<file path="config.mk">
export PLATFORM = sky130hd
export DESIGN_NAME = vm_instruction_execute
export DESIGN_NICKNAME = d
export VERILOG_FILES = /design/src/rtl/vmie_pkg.sv /design/src/rtl/vmie_exec.sv /design/src/rtl/vm_instruction_execute.sv
export SDC_FILE = /design/constraint.sdc
export NUM_CORES = 1
export LEC_CHECK = 0
export ABC_AREA = 1
export CORE_UTILIZATION = 67
export CTS_BUF_LIST = sky130_fd_sc_hd__clkbuf_8
export CTS_CLUSTER_DIAMETER = 60
export DETAILED_ROUTE_END_ITERATION = 10
export DONT_BUFFER_PORTS = 1
export GPL_TIMING_DRIVEN = 0
export PLACE_DENSITY = 0.83
export SYNTH_ARGS = -nofsm -noshare
export SYNTH_HDL_FRONTEND = slang
export SYNTH_HIERARCHICAL = 1
export SYNTH_SLANG_ARGS = --single-unit
</file>
<file path="constraint.sdc">
create_clock -name clk -period 5.2 [get_ports clk]
set_input_delay 1.04 -clock clk [delete_from_list [all_inputs] [get_ports clk]]
set_output_delay 1.04 -clock clk [all_outputs]
set_load 0.02 [all_outputs]
</file>
<file path="src/rtl/vmie_pkg.sv">
package vmie_pkg;

	localparam int STACK_DEPTH_DEF = 16;

	localparam int PC_W   = 12;
	localparam int REG_W  = 8;
	localparam int RIDX_W = 4;
	localparam int NREGS  = 16;

	localparam logic [RIDX_W-1:0] FLAG_REG = 4'hF;
	localparam logic [PC_W-1:0]   RESET_PC = 12'h200;

	// operation groups (top nibble)
	localparam logic [3:0] GRP_SYS  = 4'h0;
	localparam logic [3:0] GRP_JP   = 4'h1;
	localparam logic [3:0] GRP_CALL = 4'h2;
	localparam logic [3:0] GRP_SE   = 4'h3;
	localparam logic [3:0] GRP_SNE  = 4'h4;
	localparam logic [3:0] GRP_SEV  = 4'h5;
	localparam logic [3:0] GRP_LD   = 4'h6;
	localparam logic [3:0] GRP_ADD  = 4'h7;
	localparam logic [3:0] GRP_ALU  = 4'h8;
	localparam logic [3:0] GRP_SNEV = 4'h9;
	localparam logic [3:0] GRP_LDI  = 4'hA;
	localparam logic [3:0] GRP_JPV0 = 4'hB;
	localparam logic [3:0] GRP_RND  = 4'hC;

	// system words
	localparam logic [15:0] INS_CLS = 16'h00E0;
	localparam logic [15:0] INS_RET = 16'h00EE;

	// ALU group low nibble
	localparam logic [3:0] ALU_MOV = 4'h0;
	localparam logic [3:0] ALU_OR  = 4'h1;
	localparam logic [3:0] ALU_AND = 4'h2;
	localparam logic [3:0] ALU_XOR = 4'h3;
	localparam logic [3:0] ALU_ADD = 4'h4;
	localparam logic [3:0] ALU_SUB = 4'h5;
	localparam logic [3:0] ALU_SHR = 4'h6;
	localparam logic [3:0] ALU_SBN = 4'h7;
	localparam logic [3:0] ALU_SHL = 4'hE;

	typedef struct packed {
		logic [15:0]       ins;
		logic [REG_W-1:0]  rnd;
		logic [REG_W-1:0]  vx;
		logic [REG_W-1:0]  vy;
		logic [REG_W-1:0]  v0;
		logic [REG_W-1:0]  vf;
		logic [PC_W-1:0]   pc;
		logic [PC_W-1:0]   index;
		logic [PC_W-1:0]   top;
		logic              stack_full;
		logic              stack_empty;
	} exec_in_t;

	typedef struct packed {
		logic [PC_W-1:0]   next_pc;
		logic [PC_W-1:0]   index;
		logic              dw;
		logic [RIDX_W-1:0] dest_reg;
		logic [REG_W-1:0]  dest_value;
		logic              fw;
		logic [REG_W-1:0]  flag_value;
		logic              cls;
		logic              uns;
		logic              sf;
		logic              push;
		logic              pop;
		logic [PC_W-1:0]   push_value;
	} exec_out_t;

endpackage

</file>
<file path="src/rtl/vmie_exec.sv">
module vmie_exec (
	input  vmie_pkg::exec_in_t  ei,
	output vmie_pkg::exec_out_t eo
);
	import vmie_pkg::*;

	logic [3:0]        grp;
	logic [RIDX_W-1:0] x;
	logic [RIDX_W-1:0] y;
	logic [3:0]        low;
	logic [REG_W-1:0]  kk;
	logic [PC_W-1:0]   nnn;
	logic [PC_W-1:0]   pc2;
	logic [PC_W-1:0]   pc4;
	logic [REG_W:0]    sum;
	logic [REG_W-1:0]  flag_new;
	logic [REG_W-1:0]  vxe;
	logic [REG_W-1:0]  vye;
	logic [REG_W-1:0]  res;

	assign grp = ei.ins[15:12];
	assign x   = ei.ins[11:8];
	assign y   = ei.ins[7:4];
	assign low = ei.ins[3:0];
	assign kk  = ei.ins[7:0];
	assign nnn = ei.ins[11:0];
	assign pc2 = ei.pc + 12'd2;
	assign pc4 = pc2 + 12'd2;
	assign sum = {1'b0, ei.vx} + {1'b0, ei.vy};

	// flag is computed from the operands as read, before any update
	always_comb begin
		case (low)
			ALU_ADD: flag_new = {7'd0, sum[REG_W]};
			ALU_SUB: flag_new = {7'd0, ei.vx > ei.vy};
			ALU_SHR: flag_new = {7'd0, ei.vx[0]};
			ALU_SBN: flag_new = {7'd0, ei.vy > ei.vx};
			ALU_SHL: flag_new = {7'd0, ei.vx[REG_W-1]};
			default: flag_new = ei.vf;
		endcase
	end

	// operands as seen after the flag write
	assign vxe = (x == FLAG_REG) ? flag_new : ei.vx;
	assign vye = (y == FLAG_REG) ? flag_new : ei.vy;

	always_comb begin
		eo            = '0;
		eo.next_pc    = pc2;
		eo.index      = ei.index;
		eo.push_value = pc2;
		res           = '0;
		case (grp)
			GRP_SYS: begin
				if (ei.ins == INS_CLS) begin
					eo.cls = 1'b1;
				end else if (ei.ins == INS_RET) begin
					if (ei.stack_empty) begin
						eo.sf = 1'b1;
					end else begin
						eo.pop     = 1'b1;
						eo.next_pc = ei.top;
					end
				end else begin
					eo.uns = 1'b1;
				end
			end
			GRP_JP: eo.next_pc = nnn;
			GRP_CALL: begin
				if (ei.stack_full) begin
					eo.sf = 1'b1;
				end else begin
					eo.push    = 1'b1;
					eo.next_pc = nnn;
				end
			end
			GRP_SE: if (ei.vx == kk) eo.next_pc = pc4;
			GRP_SNE: if (ei.vx != kk) eo.next_pc = pc4;
			GRP_SEV: begin
				if (low != 4'd0) eo.uns = 1'b1;
				else if (ei.vx == ei.vy) eo.next_pc = pc4;
			end
			GRP_SNEV: begin
				if (low != 4'd0) eo.uns = 1'b1;
				else if (ei.vx != ei.vy) eo.next_pc = pc4;
			end
			GRP_LD: begin
				eo.dw = 1'b1;
				res   = kk;
			end
			GRP_ADD: begin
				eo.dw = 1'b1;
				res   = ei.vx + kk;
			end
			GRP_ALU: begin
				eo.dw = 1'b1;
				case (low)
					ALU_MOV: res = ei.vy;
					ALU_OR:  res = ei.vx | ei.vy;
					ALU_AND: res = ei.vx & ei.vy;
					ALU_XOR: res = ei.vx ^ ei.vy;
					ALU_ADD: begin
						eo.fw = 1'b1;
						res   = sum[REG_W-1:0];
					end
					ALU_SUB: begin
						eo.fw = 1'b1;
						res   = vxe - vye;
					end
					ALU_SHR: begin
						eo.fw = 1'b1;
						res   = {1'b0, vxe[REG_W-1:1]};
					end
					ALU_SBN: begin
						eo.fw = 1'b1;
						res   = vye - vxe;
					end
					ALU_SHL: begin
						eo.fw = 1'b1;
						res   = {vxe[REG_W-2:0], 1'b0};
					end
					default: begin
						eo.dw  = 1'b0;
						eo.uns = 1'b1;
					end
				endcase
			end
			GRP_LDI: eo.index = nnn;
			GRP_JPV0: eo.next_pc = {4'd0, ei.v0} + nnn;
			GRP_RND: begin
				eo.dw = 1'b1;
				res   = ei.rnd & kk;
			end
			default: eo.uns = 1'b1;
		endcase

		eo.dest_reg   = eo.dw ? x : '0;
		eo.dest_value = eo.dw ? res : '0;
		// a result aimed at VF overrides the flag
		if (eo.dw && (x == FLAG_REG)) eo.flag_value = res;
		else if (eo.fw) eo.flag_value = flag_new;
		else eo.flag_value = ei.vf;
	end

endmodule

</file>
<file path="src/rtl/vm_instruction_execute.sv">
// Instruction execute core for a small 8-bit virtual machine.
// Request channel: instruction (16 bit) and random_byte (8 bit), taken when
// instr_valid and instr_ready are both high at a rising edge of clk.
// Result channel: next_pc, index_value, dest_write/dest_reg/dest_value,
// flag_write/flag_value, clear_display, unsupported and stack_fault, offered
// with result_valid and taken when result_ready is high.
// A request is captured into the execute stage together with its
// register-file reads, and its result is then registered in the result
// register. Throughput is one request per cycle while the receiver takes
// each result; the register-file write of one request is forwarded to
// the operand reads of the request taken at the same edge.
// When the receiver stalls, the result register holds, the execute stage
// holds one more request, and instr_ready drops once both are occupied.
// Start address: a write with cfg_we loads the program counter at once;
// write it only while the core is idle.
// Reset (arst_n low, asynchronous): registers V0..VF read as zero, the
// counter loads 0x200, index and stack depth clear, both stages empty.
// Return stack entries hold no defined value until a call writes them.
module vm_instruction_execute #(
	parameter int STACK_DEPTH = vmie_pkg::STACK_DEPTH_DEF
) (
	input  logic                      clk,
	input  logic                      arst_n,
	input  logic                      cfg_we,
	input  logic [vmie_pkg::PC_W-1:0] cfg_wdata,
	input  logic                      instr_valid,
	output logic                      instr_ready,
	input  logic [15:0]               instruction,
	input  logic [7:0]                random_byte,
	output logic                      result_valid,
	input  logic                      result_ready,
	output logic [11:0]               next_pc,
	output logic [11:0]               index_value,
	output logic                      dest_write,
	output logic [3:0]                dest_reg,
	output logic [7:0]                dest_value,
	output logic                      flag_write,
	output logic [7:0]                flag_value,
	output logic                      clear_display,
	output logic                      unsupported,
	output logic                      stack_fault
);
	import vmie_pkg::*;

	localparam int SIDX_W = (STACK_DEPTH > 1) ? $clog2(STACK_DEPTH) : 1;
	localparam int SCNT_W = $clog2(STACK_DEPTH + 1);

	// architectural state
	logic [PC_W-1:0]   pc_q;
	logic [PC_W-1:0]   index_q;
	logic [REG_W-1:0]  v0_q;
	logic [REG_W-1:0]  vf_q;
	logic [NREGS-1:0]  rvalid_q;
	logic [REG_W-1:0]  regs_mem [NREGS];
	logic [PC_W-1:0]   stk_mem [STACK_DEPTH];
	logic [SCNT_W-1:0] depth_q;
	logic [PC_W-1:0]   top_q;

	// execute stage
	logic              valid_s1;
	logic [15:0]       ins_s1;
	logic [REG_W-1:0]  rnd_s1;
	logic [REG_W-1:0]  vx_s1;
	logic [REG_W-1:0]  vy_s1;

	logic              accept;
	logic              advance;
	exec_in_t          ei;
	exec_out_t         eo;
	logic [RIDX_W-1:0] x_s1;
	logic              rf_we;
	logic [REG_W-1:0]  vf_next;
	logic [RIDX_W-1:0] rx;
	logic [RIDX_W-1:0] ry;
	logic [SCNT_W-1:0] depth_next;
	logic [SCNT_W-1:0] top_cnt;

	// move the execute stage on when the result register is free or draining
	assign advance     = valid_s1 && (!result_valid || result_ready);
	assign instr_ready = !valid_s1 || advance;
	assign accept      = instr_valid && instr_ready;

	assign x_s1 = ins_s1[11:8];
	assign rx   = instruction[11:8];
	assign ry   = instruction[7:4];

	assign ei.ins         = ins_s1;
	assign ei.rnd         = rnd_s1;
	assign ei.vx          = vx_s1;
	assign ei.vy          = vy_s1;
	assign ei.v0          = v0_q;
	assign ei.vf          = vf_q;
	assign ei.pc          = pc_q;
	assign ei.index       = index_q;
	assign ei.top         = top_q;
	assign ei.stack_full  = (depth_q == SCNT_W'(STACK_DEPTH));
	assign ei.stack_empty = (depth_q == '0);

	vmie_exec u_exec (
		.ei (ei),
		.eo (eo)
	);

	// VF lives in its own register; the array takes V0..VE
	assign rf_we   = advance && eo.dw && (x_s1 != FLAG_REG);
	assign vf_next = advance ? eo.flag_value : vf_q;

	always_comb begin
		depth_next = depth_q;
		if (advance && eo.push) depth_next = depth_q + SCNT_W'(1);
		else if (advance && eo.pop) depth_next = depth_q - SCNT_W'(1);
	end
	assign top_cnt = depth_next - SCNT_W'(1);

	// control and architectural registers
	always_ff @(posedge clk or negedge arst_n) begin
		if (!arst_n) begin
			valid_s1     <= 1'b0;
			result_valid <= 1'b0;
			pc_q         <= RESET_PC;
			index_q      <= '0;
			v0_q         <= '0;
			vf_q         <= '0;
			rvalid_q     <= '0;
			depth_q      <= '0;
		end else begin
			if (accept) valid_s1 <= 1'b1;
			else if (advance) valid_s1 <= 1'b0;

			if (advance) result_valid <= 1'b1;
			else if (result_ready) result_valid <= 1'b0;

			if (cfg_we) begin
				pc_q <= cfg_wdata;
			end else if (advance) begin
				pc_q <= eo.next_pc;
			end

			if (advance) begin
				index_q <= eo.index;
				vf_q    <= eo.flag_value;
				depth_q <= depth_next;
				if (eo.dw && (x_s1 == RIDX_W'(0))) v0_q <= eo.dest_value;
			end
			if (rf_we) rvalid_q[x_s1] <= 1'b1;
		end
	end

	// register file write
	always_ff @(posedge clk) begin
		if (rf_we) regs_mem[x_s1] <= eo.dest_value;
	end

	// capture request and operands, forwarding the write committing now
	always_ff @(posedge clk) begin
		if (accept) begin
			ins_s1 <= instruction;
			rnd_s1 <= random_byte;
			if (rx == FLAG_REG) vx_s1 <= vf_next;
			else if (rf_we && (x_s1 == rx)) vx_s1 <= eo.dest_value;
			else if (rvalid_q[rx]) vx_s1 <= regs_mem[rx];
			else vx_s1 <= '0;
			if (ry == FLAG_REG) vy_s1 <= vf_next;
			else if (rf_we && (x_s1 == ry)) vy_s1 <= eo.dest_value;
			else if (rvalid_q[ry]) vy_s1 <= regs_mem[ry];
			else vy_s1 <= '0;
		end
	end

	// return stack: write on call, keep the top entry registered
	always_ff @(posedge clk) begin
		if (advance && eo.push) begin
			stk_mem[depth_q[SIDX_W-1:0]] <= eo.push_value;
			top_q                        <= eo.push_value;
		end else if (advance && eo.pop && (depth_next != '0)) begin
			top_q <= stk_mem[top_cnt[SIDX_W-1:0]];
		end
	end

	// result register
	always_ff @(posedge clk) begin
		if (advance) begin
			next_pc       <= eo.next_pc;
			index_value   <= eo.index;
			dest_write    <= eo.dw;
			dest_reg      <= eo.dest_reg;
			dest_value    <= eo.dest_value;
			flag_write    <= eo.fw;
			flag_value    <= eo.flag_value;
			clear_display <= eo.cls;
			unsupported   <= eo.uns;
			stack_fault   <= eo.sf;
		end
	end

endmodule

</file>
==> results.md <==
- worst-case clock buffer depth: 3
- cell leakage power: 12.3 nW
- met2 wirelength from detailed routing: 36800 um
- number of antenna violations at the first check in global routing: 1
- # fillers: 2811
- Clock Root Buffer: sky130_fd_sc_hd__clkbuf_8
- synthesis-to-layout area growth: 9.41%
- Register Area: 14200 sq um
- share of power burned in the clock network: 27.1%
- Worst setup EP type: register
- clock tree from TritonCTS: done
- worst clock skew: 0.0409 ns
- final period utilization: 95.0%
- EDFF count, synth: 421
- minimum clock period after layout: 4.94 ns
- number of design rule violations left after detail routing: 0
- wire length the detailed router placed on met1: 30100 um
- async set or reset register ratio after synthesis: 13.0%
- Fin. Hold Viols: 0
- final estimated routing congestion in global placement: 1.03
- first-pass GRT wire length: 123000 um
- first-pass iteration count of the detailed router: 6
- share of power burned in combinational logic: 32.5%
- Net Sw Frac: 38.1%
- number of nets in the finished design: 3171
- count of final max-slew check failures: 0
- number of sinks driven by the clock tree: 484
- total CTS buffers: 79
- HPWL after detailed placement: 56500 um
- dominant cell by count in the synthesized netlist: sky130_fd_sc_hd__nand2_1
- number of flip-flops in the largest register: 192
- Max Freq: 202 MHz
- buffers added on ports: 0
- GRT Resource Usage Total: 40.7%
- syn_area_per_cell: 8.91 sq um
- total of max-cap violations: 0
- Commonest cells post-synth: 587 x sky130_fd_sc_hd__nand2_1, 462 x sky130_fd_sc_hd__nand3_1, 421 x sky130_fd_sc_hd__edfxtp_1
- GRT overflow: 0
- Wirelength per Cell: 22.6 um
- highest layer used for signal routing: met4
- worst IR drop on VDD: 0.000248 V
- fraction of final layout cells sized beyond drive strength 1: 9.39%
- die height: 200 um
- max-slew headroom at the worst pin: 11.8%
- Main synth FF type: sky130_fd_sc_hd__edfxtp_1
- die outline width: 200 um
- vias in the first global route: 21.5k
- WS Path Type: reg2reg
- class of the tightest hold or removal check: in2async
- required time of the critical path: 5.62 ns
- clock latency reported for the late side of the worst-skew pair: 0.71 ns
- sequential cell fraction of total power: 40.4%
- synth top area cells: sky130_fd_sc_hd__edfxtp_1 48%, sky130_fd_sc_hd__nand3_1 8.8%, sky130_fd_sc_hd__nand2_1 8.4%
- number of instances in the synthesized netlist: 2956
- full die area: 40100 sq um
- Std-Cell Rows: 72
- worst hold-check slack: 0.0380 ns
- Mapped Area: 26300 sq um
- P_sw: 4.64 mW
- Starting Density: 68.0%
- top cell type's share of synthesized area: 48.0%
- dominant cell type by area after synthesis: sky130_fd_sc_hd__edfxtp_1
- routed length on met3: 10400 um
- Worst-Margin Slew: 1.32 ns
- First DRT Iteration DRCs: 3320
- number of distinct library cells after synthesis: 65
- number of warnings printed during yosys synthesis: 6
- final antenna diode count: 0
- largest net degree at the start of global routing: 64
- Antenna Violating Nets Remaining: 0
- final wirelength: 82200 um
- H-tree depth: 3
- final setup violating endpoints: 0
- final sum of negative setup slack: 0 ns
- total of hold buffers inserted after clock tree synthesis: 0
- fraction of the yosys area taken by sequential cells: 54.0%
- mean number of vias per cell: 6.30
- area of the placeable core: 38700 sq um
- startpoint kind of the worst setup timing path: register
- number of vias in the routed layout: 22.9k
- worst-path fanout max: 12
- multi-input combinational cell area: 10100 sq um
- register clock-pin slew on the reported worst setup and hold paths: 0.07 ns
- arrival time of data at the critical path endpoint: 5.36 ns
- power per standard cell area: 422 nW/um^2
- run status: completed
- number of synthesized register bits: 484
- P_int: 7.52 mW
- I/O pins: 92
layer usage:
metal  vias up  global-route usage [%]
met2      1743                    62.9
met1     10595                    54.0
met3       342                    8.88
met5         -                       0
met4         0                    22.3
li1      10246                       -
cell type report:
cell class	instances	share of cell area, %
repair buffers	18	0.530
multi-input cells	1934	35.0
inverters	419	5.48
flip-flops and latches	484	49.3
clock inverters	55	1.28
clock buffers	85	4.06
well taps	518	2.25
plain buffers	126	2.04
timing repair:
action / in CTS / in global routing
gates resized for setup: 11 / 20
pin swaps: 2 / 3
setup endpoints to repair: 45 / 28
gates cloned: 1 / 1
buffers inserted: 2 / 14
power by group through the flow:
stage,clock [mW],sequential (mW),combinational [mW]
floorplan,0,4.92,2.48
global placement,0,4.99,3.52
detailed placement,0,4.99,3.65
CTS,3.29,4.91,3.70
global route,3.45,4.93,4.23
finish,3.29,4.91,3.95
cell usage in the layout, fill, tap and decap left out, drive strengths merged, types with 8 or more instances in the layout:
cell,Yosys,layout
nand2,609,609
o21ai,232,232
xor2,16,16
nor2,195,195
clkbuf,72,156
nor3,20,20
conb,1,8
o22ai,14,14
o21bai,7,9
inv,411,433
nand3,468,468
dfrtp,62,62
buf,56,73
o211ai,36,36
nand4,26,26
ha,63,63
a21oi,142,142
a31oi,12,12
clkinv,8,33
nand3b,26,26
edfxtp,421,421
or2,13,13
per-stage QoR:
| step | instance area [sq um] | instances | total power, mW | utilization, % | worst slack, ns |
|---|---|---|---|---|---|
| after floorplan | 26400 | 2963 | 7.40 | - | 1.20 |
| after global placement | 27000 | 3481 | 8.51 | 69.7 | -0.494 |
| after detailed placement | 27100 | 3483 | 8.63 | 69.9 | -0.556 |
| after CTS | 28700 | 3625 | 11.9 | 74.0 | 0.0361 |
| after global routing | 28800 | 3639 | 12.6 | 74.4 | -0.000832 |
| final | 28800 | 3639 | 12.2 | 74.4 | 0.258 |
kinds of logic after synthesis:
group / synth area share, %
multiplexers: 0.0380
AO/OA/AOI/OAI: 10.1
XOR/XNOR: 0.727
flip-flops: 54.0
other: 0.0142
adder cells (fa/ha/maj): 3.37
buffers and inverters: 8.20
AND/OR/NAND/NOR: 23.6
final timing paths:
check	startpoint	to	slack [ns]	cells after the start
max	ins_s1[0]	top_q[8]	0.26	21
min	arst_n	rvalid_q[9]	0.04	0
min reg2reg	rvalid_q[6]	rvalid_q[6]	0.47	2
max reg2reg	ins_s1[0]	top_q[8]	0.26	21
min in group clk	instruction[9]	ins_s1[9]	0.45	0
max in group asynchronous	arst_n	pc_q[9]	4.97	0
critical path: stages (launching register included):
cell                       delay (ns)
sky130_fd_sc_hd__edfxtp_1        0.58
sky130_fd_sc_hd__inv_2           0.23
sky130_fd_sc_hd__nand3_4         0.18
sky130_fd_sc_hd__nor2_8          0.26
sky130_fd_sc_hd__nand3_1         0.16
sky130_fd_sc_hd__nor2_1          0.31
sky130_fd_sc_hd__buf_6           0.23
sky130_fd_sc_hd__nand3_4         0.13
sky130_fd_sc_hd__nand2_2         0.15
sky130_fd_sc_hd__nand2_2         0.16
sky130_fd_sc_hd__nand2_2         0.17
sky130_fd_sc_hd__buf_4           0.21
sky130_fd_sc_hd__buf_4           0.22
sky130_fd_sc_hd__ha_1            0.36
sky130_fd_sc_hd__clkbuf_2        0.29
sky130_fd_sc_hd__clkbuf_2        0.26
sky130_fd_sc_hd__nand3_1         0.15
sky130_fd_sc_hd__nand3_1         0.15
sky130_fd_sc_hd__nand3_1         0.20
sky130_fd_sc_hd__nand2_1         0.13
sky130_fd_sc_hd__nand2_1         0.08
sky130_fd_sc_hd__nand2_1         0.05
Power figures use the tool's default switching activity.
